**src/rtl/core/agsfi_pkg.sv**
```systemverilog
// ----------------------------------------------------------------------------
// agsfi_pkg
// Types, codes and constants shared by the smoothstep fade-in gain stage.
// ----------------------------------------------------------------------------
package agsfi_pkg;

    localparam int SMP_W     = 16;
    localparam int GAIN_W    = 12;
    localparam int FLEN_W    = 16;
    localparam int X_W       = 16;
    localparam int FADE_W    = X_W + 1;
    localparam int MUL_A_W   = 32;
    localparam int MUL_B_W   = 18;
    localparam int PROD_W    = MUL_A_W + MUL_B_W;
    localparam int MAG_W     = SMP_W + GAIN_W;
    localparam int P_W       = MAG_W + FADE_W;
    localparam int RND_SHIFT = 24;
    localparam int R_W       = P_W - RND_SHIFT;
    localparam int DIV_STEPS = X_W;
    localparam int CNT_W     = $clog2(DIV_STEPS);
    localparam int CFG_IDX_W = 2;
    localparam int CFG_DAT_W = 16;

    localparam logic [2:0] OP_SAMPLE   = 3'd0;
    localparam logic [2:0] OP_INIT     = 3'd1;
    localparam logic [2:0] OP_RESUME   = 3'd2;
    localparam logic [2:0] OP_PAUSE    = 3'd3;
    localparam logic [2:0] OP_SHUTDOWN = 3'd4;

    localparam logic [CFG_IDX_W-1:0] REG_GAIN = 2'd0;
    localparam logic [CFG_IDX_W-1:0] REG_FLEN = 2'd1;

    localparam logic [GAIN_W-1:0]  GAIN_RST  = 12'd768;
    localparam logic [FLEN_W-1:0]  FLEN_RST  = 16'd5292;
    localparam logic [FADE_W-1:0]  FADE_ONE  = 17'h10000;
    localparam logic [MUL_B_W-1:0] POLY_K    = 18'd196608;
    localparam logic [P_W-1:0]     RND_HALF  = P_W'(1) << (RND_SHIFT - 1);
    localparam logic [R_W-1:0]     POS_LIM   = R_W'(32767);
    localparam logic [R_W-1:0]     NEG_LIM   = R_W'(32768);
    localparam logic [SMP_W-1:0]   SMP_MAX   = 16'h7FFF;
    localparam logic [SMP_W-1:0]   SMP_MIN   = 16'h8000;

    typedef struct packed {
        logic [2:0]              opcode;
        logic signed [SMP_W-1:0] sample_in;
        logic                    last_in;
    } agsfi_in_t;

    typedef struct packed {
        logic signed [SMP_W-1:0] sample_out;
        logic                    clipped;
        logic                    last_out;
    } agsfi_out_t;

    typedef enum logic [2:0] {
        ST_IDLE,
        ST_DIV,
        ST_SQ,
        ST_POLY,
        ST_MG,
        ST_MF,
        ST_OUT
    } agsfi_state_t;

    typedef enum logic [2:0] {
        DP_IDLE,
        DP_CAPTURE,
        DP_DIV,
        DP_SQ,
        DP_POLY,
        DP_MG,
        DP_MF,
        DP_OUT
    } agsfi_dp_op_t;

    typedef struct packed {
        agsfi_dp_op_t op;
        logic         rem_load;
        logic         rem_clear;
    } agsfi_cmd_t;

    typedef struct packed {
        logic fade_active;
        logic out_full;
    } agsfi_stat_t;

endpackage

```
**src/rtl/core/audio_gain_smoothstep_fade_in_top.sv**
```systemverilog
// ----------------------------------------------------------------------------
// audio_gain_smoothstep_fade_in_top
// Smoothstep fade-in gain stage for signed 16-bit audio with saturation.
//
//   channel  | ports                                      | direction
//   ---------+--------------------------------------------+----------
//   input    | s_valid, s_ready, s_payload                | in
//   result   | m_valid, m_ready, m_payload                | out
//   config   | cfg_valid, cfg_ready, cfg_index, cfg_data  | in
//
// A sample during a fade passes capture, 16 divider steps, 4 multiplies and
// output; a sample without a fade skips the divider, square and polynomial.
// Events act in idle; the 16-step restoring divider dominates a faded sample.
// Reset clears run, suspend and fade count and loads the register defaults.
// A stalled result holds in the output register; the next item is taken
// meanwhile and waits at the output step.
// ----------------------------------------------------------------------------
module audio_gain_smoothstep_fade_in_top import agsfi_pkg::*; (
    input  logic                 aclk,
    input  logic                 aresetn,
    input  logic                 s_valid,
    output logic                 s_ready,
    input  agsfi_in_t            s_payload,
    output logic                 m_valid,
    input  logic                 m_ready,
    output agsfi_out_t           m_payload,
    input  logic                 cfg_valid,
    output logic                 cfg_ready,
    input  logic [CFG_IDX_W-1:0] cfg_index,
    input  logic [CFG_DAT_W-1:0] cfg_data
);

    agsfi_cmd_t  cmd;
    agsfi_stat_t stat;

    assign cfg_ready = 1'b1;

    agsfi_ctrl u_ctrl (
        .aclk    (aclk),
        .aresetn (aresetn),
        .s_valid (s_valid),
        .s_ready (s_ready),
        .opcode  (s_payload.opcode),
        .stat    (stat),
        .cmd     (cmd)
    );

    agsfi_dp u_dp (
        .aclk      (aclk),
        .aresetn   (aresetn),
        .cmd       (cmd),
        .stat      (stat),
        .s_payload (s_payload),
        .cfg_valid (cfg_valid),
        .cfg_index (cfg_index),
        .cfg_data  (cfg_data),
        .m_valid   (m_valid),
        .m_ready   (m_ready),
        .m_payload (m_payload)
    );

endmodule

```
**src/rtl/core/agsfi_dp.sv**
```systemverilog
// ----------------------------------------------------------------------------
// agsfi_dp
// Datapath: registers, fade counter, restoring divider and shared multiplier.
// ----------------------------------------------------------------------------
module agsfi_dp import agsfi_pkg::*; (
    input  logic                 aclk,
    input  logic                 aresetn,
    input  agsfi_cmd_t           cmd,
    output agsfi_stat_t          stat,
    input  agsfi_in_t            s_payload,
    input  logic                 cfg_valid,
    input  logic [CFG_IDX_W-1:0] cfg_index,
    input  logic [CFG_DAT_W-1:0] cfg_data,
    output logic                 m_valid,
    input  logic                 m_ready,
    output agsfi_out_t           m_payload
);

    logic [GAIN_W-1:0] gain_reg, gain_next;
    logic [FLEN_W-1:0] flen_reg, flen_next;
    logic [FLEN_W-1:0] rem_reg, rem_next;
    logic [SMP_W-1:0]  mag_reg, mag_next;
    logic              neg_reg, neg_next;
    logic              last_reg, last_next;
    logic [FLEN_W-1:0] div_reg, div_next;
    logic [X_W-1:0]    x_reg, x_next;
    logic [FADE_W-1:0] fade_reg, fade_next;
    logic [PROD_W-1:0] prod_reg, prod_next;
    logic              m_valid_reg, m_valid_next;
    agsfi_out_t        m_data_reg, m_data_next;

    logic [MUL_A_W-1:0] mul_a;
    logic [MUL_B_W-1:0] mul_b;
    logic [PROD_W-1:0]  mul_p;
    logic [FLEN_W:0]    div_shl;
    logic               div_ge;
    logic [P_W-1:0]     rnd_sum;
    logic [R_W-1:0]     r_mag;
    logic [SMP_W-1:0]   raw;
    logic               raw_neg;

    assign stat.fade_active = (rem_reg != '0) && (flen_reg != '0);
    assign stat.out_full    = m_valid_reg && !m_ready;

    assign raw     = s_payload.sample_in;
    assign raw_neg = raw[SMP_W-1];

    assign div_shl = {div_reg, 1'b0};
    assign div_ge  = div_shl >= {1'b0, flen_reg};

    assign rnd_sum = prod_reg[P_W-1:0] + RND_HALF;
    assign r_mag   = rnd_sum[P_W-1:RND_SHIFT];

    always_comb begin
        mul_a = '0;
        mul_b = '0;
        case (cmd.op)
            DP_SQ: begin
                mul_a = MUL_A_W'(x_reg);
                mul_b = MUL_B_W'(x_reg);
            end
            DP_POLY: begin
                mul_a = prod_reg[MUL_A_W-1:0];
                mul_b = POLY_K - {1'b0, x_reg, 1'b0};
            end
            DP_MG: begin
                mul_a = MUL_A_W'(mag_reg);
                mul_b = MUL_B_W'(gain_reg);
            end
            DP_MF: begin
                mul_a = MUL_A_W'(prod_reg[MAG_W-1:0]);
                mul_b = MUL_B_W'(fade_reg);
            end
            default: begin
                mul_a = '0;
                mul_b = '0;
            end
        endcase
    end

    assign mul_p = PROD_W'(mul_a) * PROD_W'(mul_b);

    always_comb begin
        gain_next    = gain_reg;
        flen_next    = flen_reg;
        rem_next     = rem_reg;
        mag_next     = mag_reg;
        neg_next     = neg_reg;
        last_next    = last_reg;
        div_next     = div_reg;
        x_next       = x_reg;
        fade_next    = fade_reg;
        prod_next    = prod_reg;
        m_valid_next = m_valid_reg && !m_ready;
        m_data_next  = m_data_reg;

        if (cfg_valid) begin
            if (cfg_index == REG_GAIN) begin
                gain_next = cfg_data[GAIN_W-1:0];
            end else if (cfg_index == REG_FLEN) begin
                flen_next = cfg_data[FLEN_W-1:0];
            end
        end

        if (cmd.rem_load) begin
            rem_next = flen_reg;
        end else if (cmd.rem_clear) begin
            rem_next = '0;
        end

        case (cmd.op)
            DP_CAPTURE: begin
                neg_next  = raw_neg;
                mag_next  = raw_neg ? (~raw + 1'b1) : raw;
                last_next = s_payload.last_in;
                x_next    = '0;
                if (stat.fade_active) begin
                    div_next  = (rem_reg > flen_reg) ? '0 : (flen_reg - rem_reg);
                    rem_next  = rem_reg - 1'b1;
                end else begin
                    fade_next = FADE_ONE;
                end
            end
            DP_DIV: begin
                div_next = div_ge ? FLEN_W'(div_shl - {1'b0, flen_reg})
                                  : div_shl[FLEN_W-1:0];
                x_next   = {x_reg[X_W-2:0], div_ge};
            end
            DP_SQ: begin
                prod_next = mul_p;
            end
            DP_POLY: begin
                fade_next = mul_p[MUL_A_W +: FADE_W];
            end
            DP_MG: begin
                prod_next = mul_p;
            end
            DP_MF: begin
                prod_next = mul_p;
            end
            DP_OUT: begin
                m_valid_next         = 1'b1;
                m_data_next.last_out = last_reg;
                m_data_next.clipped  = 1'b0;
                if (neg_reg) begin
                    if (r_mag > NEG_LIM) begin
                        m_data_next.sample_out = SMP_MIN;
                        m_data_next.clipped    = 1'b1;
                    end else begin
                        m_data_next.sample_out = SMP_W'(~r_mag + 1'b1);
                    end
                end else begin
                    if (r_mag > POS_LIM) begin
                        m_data_next.sample_out = SMP_MAX;
                        m_data_next.clipped    = 1'b1;
                    end else begin
                        m_data_next.sample_out = r_mag[SMP_W-1:0];
                    end
                end
            end
            default: begin
            end
        endcase
    end

    always_ff @(posedge aclk) begin
        if (!aresetn) begin
            gain_reg    <= GAIN_RST;
            flen_reg    <= FLEN_RST;
            rem_reg     <= '0;
            m_valid_reg <= 1'b0;
        end else begin
            gain_reg    <= gain_next;
            flen_reg    <= flen_next;
            rem_reg     <= rem_next;
            m_valid_reg <= m_valid_next;
        end
    end

    always_ff @(posedge aclk) begin
        mag_reg    <= mag_next;
        neg_reg    <= neg_next;
        last_reg   <= last_next;
        div_reg    <= div_next;
        x_reg      <= x_next;
        fade_reg   <= fade_next;
        prod_reg   <= prod_next;
        m_data_reg <= m_data_next;
    end

    assign m_valid   = m_valid_reg;
    assign m_payload = m_data_reg;

    a_out_no_overwrite: assert property (@(posedge aclk) disable iff (!aresetn)
        cmd.op == DP_OUT |-> !stat.out_full)
        else $error("result register overwritten while full");

    a_fade_bounded: assert property (@(posedge aclk) disable iff (!aresetn)
        cmd.op == DP_MF |-> fade_reg <= FADE_ONE)
        else $error("fade factor above unity");

endmodule

```
**src/rtl/core/agsfi_ctrl.sv**
```systemverilog
// ----------------------------------------------------------------------------
// agsfi_ctrl
// Controller: run/suspend state, event decode and datapath sequencing.
// ----------------------------------------------------------------------------
module agsfi_ctrl import agsfi_pkg::*; (
    input  logic        aclk,
    input  logic        aresetn,
    input  logic        s_valid,
    output logic        s_ready,
    input  logic [2:0]  opcode,
    input  agsfi_stat_t stat,
    output agsfi_cmd_t  cmd
);

    agsfi_state_t     state_reg, state_next;
    logic [CNT_W-1:0] cnt_reg, cnt_next;
    logic             run_reg, run_next;
    logic             susp_reg, susp_next;
    logic             take;
    logic             live;

    assign take = s_valid && (state_reg == ST_IDLE);
    assign live = run_reg && !susp_reg;

    always_comb begin
        state_next = state_reg;
        case (state_reg)
            ST_IDLE: begin
                if (take && opcode == OP_SAMPLE && live) begin
                    state_next = stat.fade_active ? ST_DIV : ST_MG;
                end
            end
            ST_DIV: begin
                if (cnt_reg == CNT_W'(DIV_STEPS - 1)) begin
                    state_next = ST_SQ;
                end
            end
            ST_SQ:   state_next = ST_POLY;
            ST_POLY: state_next = ST_MG;
            ST_MG:   state_next = ST_MF;
            ST_MF:   state_next = ST_OUT;
            ST_OUT: begin
                if (!stat.out_full) begin
                    state_next = ST_IDLE;
                end
            end
            default: state_next = ST_IDLE;
        endcase
    end

    always_comb begin
        s_ready       = (state_reg == ST_IDLE);
        cmd.op        = DP_IDLE;
        cmd.rem_load  = 1'b0;
        cmd.rem_clear = 1'b0;
        cnt_next      = cnt_reg;
        run_next      = run_reg;
        susp_next     = susp_reg;
        case (state_reg)
            ST_IDLE: begin
                cnt_next = '0;
                if (take) begin
                    case (opcode)
                        OP_SAMPLE: begin
                            if (live) begin
                                cmd.op = DP_CAPTURE;
                            end
                        end
                        OP_INIT: begin
                            run_next     = 1'b1;
                            susp_next    = 1'b0;
                            cmd.rem_load = 1'b1;
                        end
                        OP_RESUME: begin
                            if (run_reg) begin
                                susp_next    = 1'b0;
                                cmd.rem_load = 1'b1;
                            end
                        end
                        OP_PAUSE: begin
                            if (run_reg) begin
                                susp_next     = 1'b1;
                                cmd.rem_clear = 1'b1;
                            end
                        end
                        OP_SHUTDOWN: begin
                            run_next  = 1'b0;
                            susp_next = 1'b0;
                        end
                        default: begin
                        end
                    endcase
                end
            end
            ST_DIV: begin
                cmd.op   = DP_DIV;
                cnt_next = cnt_reg + 1'b1;
            end
            ST_SQ:   cmd.op = DP_SQ;
            ST_POLY: cmd.op = DP_POLY;
            ST_MG:   cmd.op = DP_MG;
            ST_MF:   cmd.op = DP_MF;
            ST_OUT:  cmd.op = stat.out_full ? DP_IDLE : DP_OUT;
            default: cmd.op = DP_IDLE;
        endcase
    end

    always_ff @(posedge aclk) begin
        if (!aresetn) begin
            state_reg <= ST_IDLE;
            cnt_reg   <= '0;
            run_reg   <= 1'b0;
            susp_reg  <= 1'b0;
        end else begin
            state_reg <= state_next;
            cnt_reg   <= cnt_next;
            run_reg   <= run_next;
            susp_reg  <= susp_next;
        end
    end

    a_sample_starts: assert property (@(posedge aclk) disable iff (!aresetn)
        take && opcode == OP_SAMPLE && live
        |=> state_reg == ST_DIV || state_reg == ST_MG)
        else $error("live sample did not start processing");

    a_drop_idle: assert property (@(posedge aclk) disable iff (!aresetn)
        take && opcode == OP_SAMPLE && !live |=> state_reg == ST_IDLE)
        else $error("dropped sample entered processing");

    a_div_done: assert property (@(posedge aclk) disable iff (!aresetn)
        state_reg == ST_DIV && cnt_reg == CNT_W'(DIV_STEPS - 1) |=> state_reg == ST_SQ)
        else $error("divider overran its step count");

    a_pause: assert property (@(posedge aclk) disable iff (!aresetn)
        take && opcode == OP_PAUSE && run_reg |=> susp_reg && run_reg)
        else $error("pause not applied");

endmodule

```
**config.mk**
```make
export PLATFORM = sky130hd
export DESIGN_NAME = audio_gain_smoothstep_fade_in_top
export DESIGN_NICKNAME = d
export VERILOG_FILES = /design/src/rtl/core/agsfi_pkg.sv /design/src/rtl/core/audio_gain_smoothstep_fade_in_top.sv /design/src/rtl/core/agsfi_dp.sv /design/src/rtl/core/agsfi_ctrl.sv
export SDC_FILE = /design/constraint.sdc
export NUM_CORES = 2
export LEC_CHECK = 0
export ABC_AREA = 1
export BUFFER_PORTS_ARGS = -buffer_cell sky130_fd_sc_hd__buf_2
export CAP_MARGIN = 0
export CORE_MARGIN = 2
export CORE_UTILIZATION = 64
export CTS_CLUSTER_SIZE = 40
export DETAILED_ROUTE_END_ITERATION = 6
export PLACE_DENSITY = 0.81
export SYNTH_ARGS = -nofsm -noshare
export SYNTH_HDL_FRONTEND = slang
export SYNTH_HIERARCHICAL = 1
export SYNTH_SLANG_ARGS = --single-unit
```
**constraint.sdc**
```tcl
create_clock -name aclk -period 12.3 [get_ports aclk]
set_input_delay 0 -clock aclk [delete_from_list [all_inputs] [get_ports aclk]]
set_output_delay 0 -clock aclk [all_outputs]
set_load 0.02 [all_outputs]
```
==> results.txt <==
Layout Skew = 19.4 ps
Worst-Margin Slew = 1420 ps
status = completed
WP data required = 12490 ps
number of global-route vias before repair = 26700
class of the worst hold path = input port to flop
worst vdd rail ir drop = 0.000180 V
WP data arrival = 10520 ps
post-synthesis adder-cell area fraction = 0.389
depth of the most critical reg-to-reg path = 31
Final Cell Area = 31800 sq um
cell count after synthesis = 3849
average instance area after synthesis = 7.76 sq um
Hold Crit Depth = 3
sequential share of the synthesized area = 0.167
WL/cell = 21.7 um
Yosys Warn Count = 6
Clock transition at path regs = 70 ps
Initial Utilization = 0.646
Final Max Slew Viols = 0
1st-iter DRT viols = 2774
Post-synth EDFFs = 130
Worst Path Max Fanout = 28
Cell Area, Synth = 29900 sq um
Via Count = 26900
Pwr Density = 64.0 nW/um^2
Synth top area share = 0.322
FILL cells = 3903
CTS root buffer = clkbuf_16
Pre-Repair DR Iteration Count = 6
Post-DP Area = 30800 sq um
WL final = 98600 um
max-cap violations = 0
most frequent cell after synthesis = inv_1
Leak = 15.7 nW
Vias per Instance = 5.92
Reg2Reg Setup Slack = 1970 ps
mux cell area share after synthesis = 0
all-layer global routing usage = 0.418
clock buffer depth = 2
area of the multi-input gates = 21300 sq um
post-synthesis xor/xnor area fraction = 0.0214
GPL Wtd Cong = 1.03
kind of end point of the critical path = flop
largest net degree at the start of global routing = 48
I/O Buffers = 62
setup TNS = 0 ps
main combinational cell family by area after synthesis = adder cells
Worst Path Class, Setup = flop to flop
area grow syn2layout = 6.49%
Final nets = 4601
Antenna Nets Post-Route = 0
# clock sinks = 184
slew margin rel. = 0.0501
RSZ-0062 raised after global routing = false
final worst slack = 1970 ps
Compound-Gate Fraction of Synth Area = 0.0793
flip-flop count of the largest register after layout = 45
Most common cell on crit path = fa_1
Resized Gates After CTS = 0
final setup violation count = 0
CTS Buf Count = 17
fin crit period = 10330 ps
CTS tree = built
initial antenna violation count = 4
Top FF cell, synth = edfxtp_1
die width = 220 um
Max Clk Rate = 96.8 MHz
H-Tree Depth = 4
period utilization = 0.840
area leader, netlist = fa_1
ys async rst share = 0
grt total ovfl = 0
DRC Markers = 0
critical path launch point type = flop
CP max stage cell = nand2_1
share of layout cells above drive strength 1 = 0.0567
die area = 48400 sq um
sequential cell area = 4980 sq um
global-route wire length before repair = 150000 um
post-synthesis simple-gate area fraction = 0.221
die height = 220 um
hpwl dp = 78300 um
Clock Latency Late Sink = 460 ps
row cnt = 79
Area contributors post-synth = fa_1 (32%), edfxtp_1 (13%), inv_1 (10%)
Post-synth top cells = inv_1 (803), nand2_1 (773), nor2_1 (532), fa_1 (481), a21oi_1 (170)
Core Region = 46300 sq um
I/O Pins = 64
Seq cells post-synth = 184
Synth cell types = 55
CP max stage delay = 1030 ps
final hold vios = 0
Setup WS pre-CTS = 2240 ps
==> placed cells by master (no fill, tap or decap), types with 10 or more instances in the layout <==
| cell type | synthesis | routed |
|---|---|---|
| inv_2 | 22 | 22 |
| dlygate4sd3_1 | 0 | 39 |
| clkbuf_16 | 0 | 19 |
| nor2_2 | 12 | 15 |
| nor3_1 | 27 | 27 |
| o211ai_1 | 21 | 21 |
| o21ai_0 | 142 | 141 |
| nand2_2 | 14 | 15 |
| buf_2 | 37 | 62 |
| nor2_1 | 532 | 529 |
| buf_4 | 5 | 48 |
| fa_1 | 481 | 481 |
| clkinv_1 | 13 | 15 |
| dfxtp_1 | 54 | 54 |
| nand3_1 | 149 | 149 |
| inv_1 | 803 | 803 |
| edfxtp_1 | 130 | 130 |
| xnor2_1 | 27 | 27 |
| ha_1 | 160 | 160 |
| nand2_1 | 773 | 772 |
| xor2_1 | 46 | 46 |
| a221oi_1 | 12 | 12 |
| a21oi_1 | 170 | 170 |
| a22o_1 | 11 | 11 |
| nand4_1 | 39 | 39 |
| nor2_4 | 11 | 11 |
| o21bai_1 | 15 | 15 |
| nor4_1 | 10 | 10 |
==> cells by family (layout without fill, tap and decap cells) <==
logic type | count (synthesis) | after routing
simple gates | 1596 | 1596
xor+xnor | 73 | 73
buf+inv | 941 | 1019
compound gates | 412 | 412
fa+ha+maj | 641 | 641
other cells | 2 | 8
flops | 184 | 184
==> per-layer routing <==
layer  share of wire  vias to the layer above  wire, um  global-route usage
met1            0.38                    13000     37400               0.534
met2            0.46                     1616     45300               0.674
met3            0.10                      328     10300              0.0947
met5         0.00013                        -        13                   0
met4           0.057                        2      5580               0.209
li1                -                    11900         -                   -
==> worst paths after layout <==
kind / endpoint / startpoint
hold / removal: u_dp/mag_reg[7] / s_payload[8]
setup / recovery: u_dp/fade_reg[6] / u_ctrl/state_reg[0]
hold reg to reg: u_dp/m_payload[0] / u_dp/last_reg
setup reg to reg: u_dp/fade_reg[6] / u_ctrl/state_reg[0]
==> stage by stage <==
stage | utilization | cells | total power [mW] | hold WS (ps)
after floorplan | - | 3852 | 1.29 | 98.9
after global placement | 0.667 | 4466 | 1.46 | 188
after detailed placement | 0.667 | 4466 | 1.47 | 191
after CTS | 0.687 | 4537 | 2.02 | 14.0
after global routing | 0.687 | 4537 | 2.14 | 38.5
final | 0.688 | 4540 | 2.04 | 28.9
==> critical path: cells and delay by family (launching register included) <==
family	cells	cell delay [ps]
xor gates and xnor gates	1	240
buffers and inverters	6	1280
and+or+nand+nor	13	3630
AOI/OAI and AO/OA	4	1000
DFF	1	510
adders and majority gates	7	3350
==> where the power goes <==
group          internal [mW]  switching [mW]  total (mW)
combinational          0.223           0.473       0.695
sequential             0.748          0.0484       0.796
clock                  0.285           0.259       0.544
total                   1.26           0.780        2.04
==> timing repair <==
action | 4_1_cts | 5_1_grt
setup buffers | 0 | 0
endpoints found under the hold margin | 49 | 0
hold buffers | 39 | 0
==> final cells by class <==
cell class | count | share of cell area
multi-input cells | 2727 | 0.669
flip-flops and latches | 184 | 0.157
clock buffers | 20 | 0.0151
repair buffers | 149 | 0.0334
well taps | 607 | 0.0239
inverters | 838 | 0.0989
diodes | 3 | 0.000236
clock inverters | 12 | 0.00271
Power figures use the tool's default switching activity.
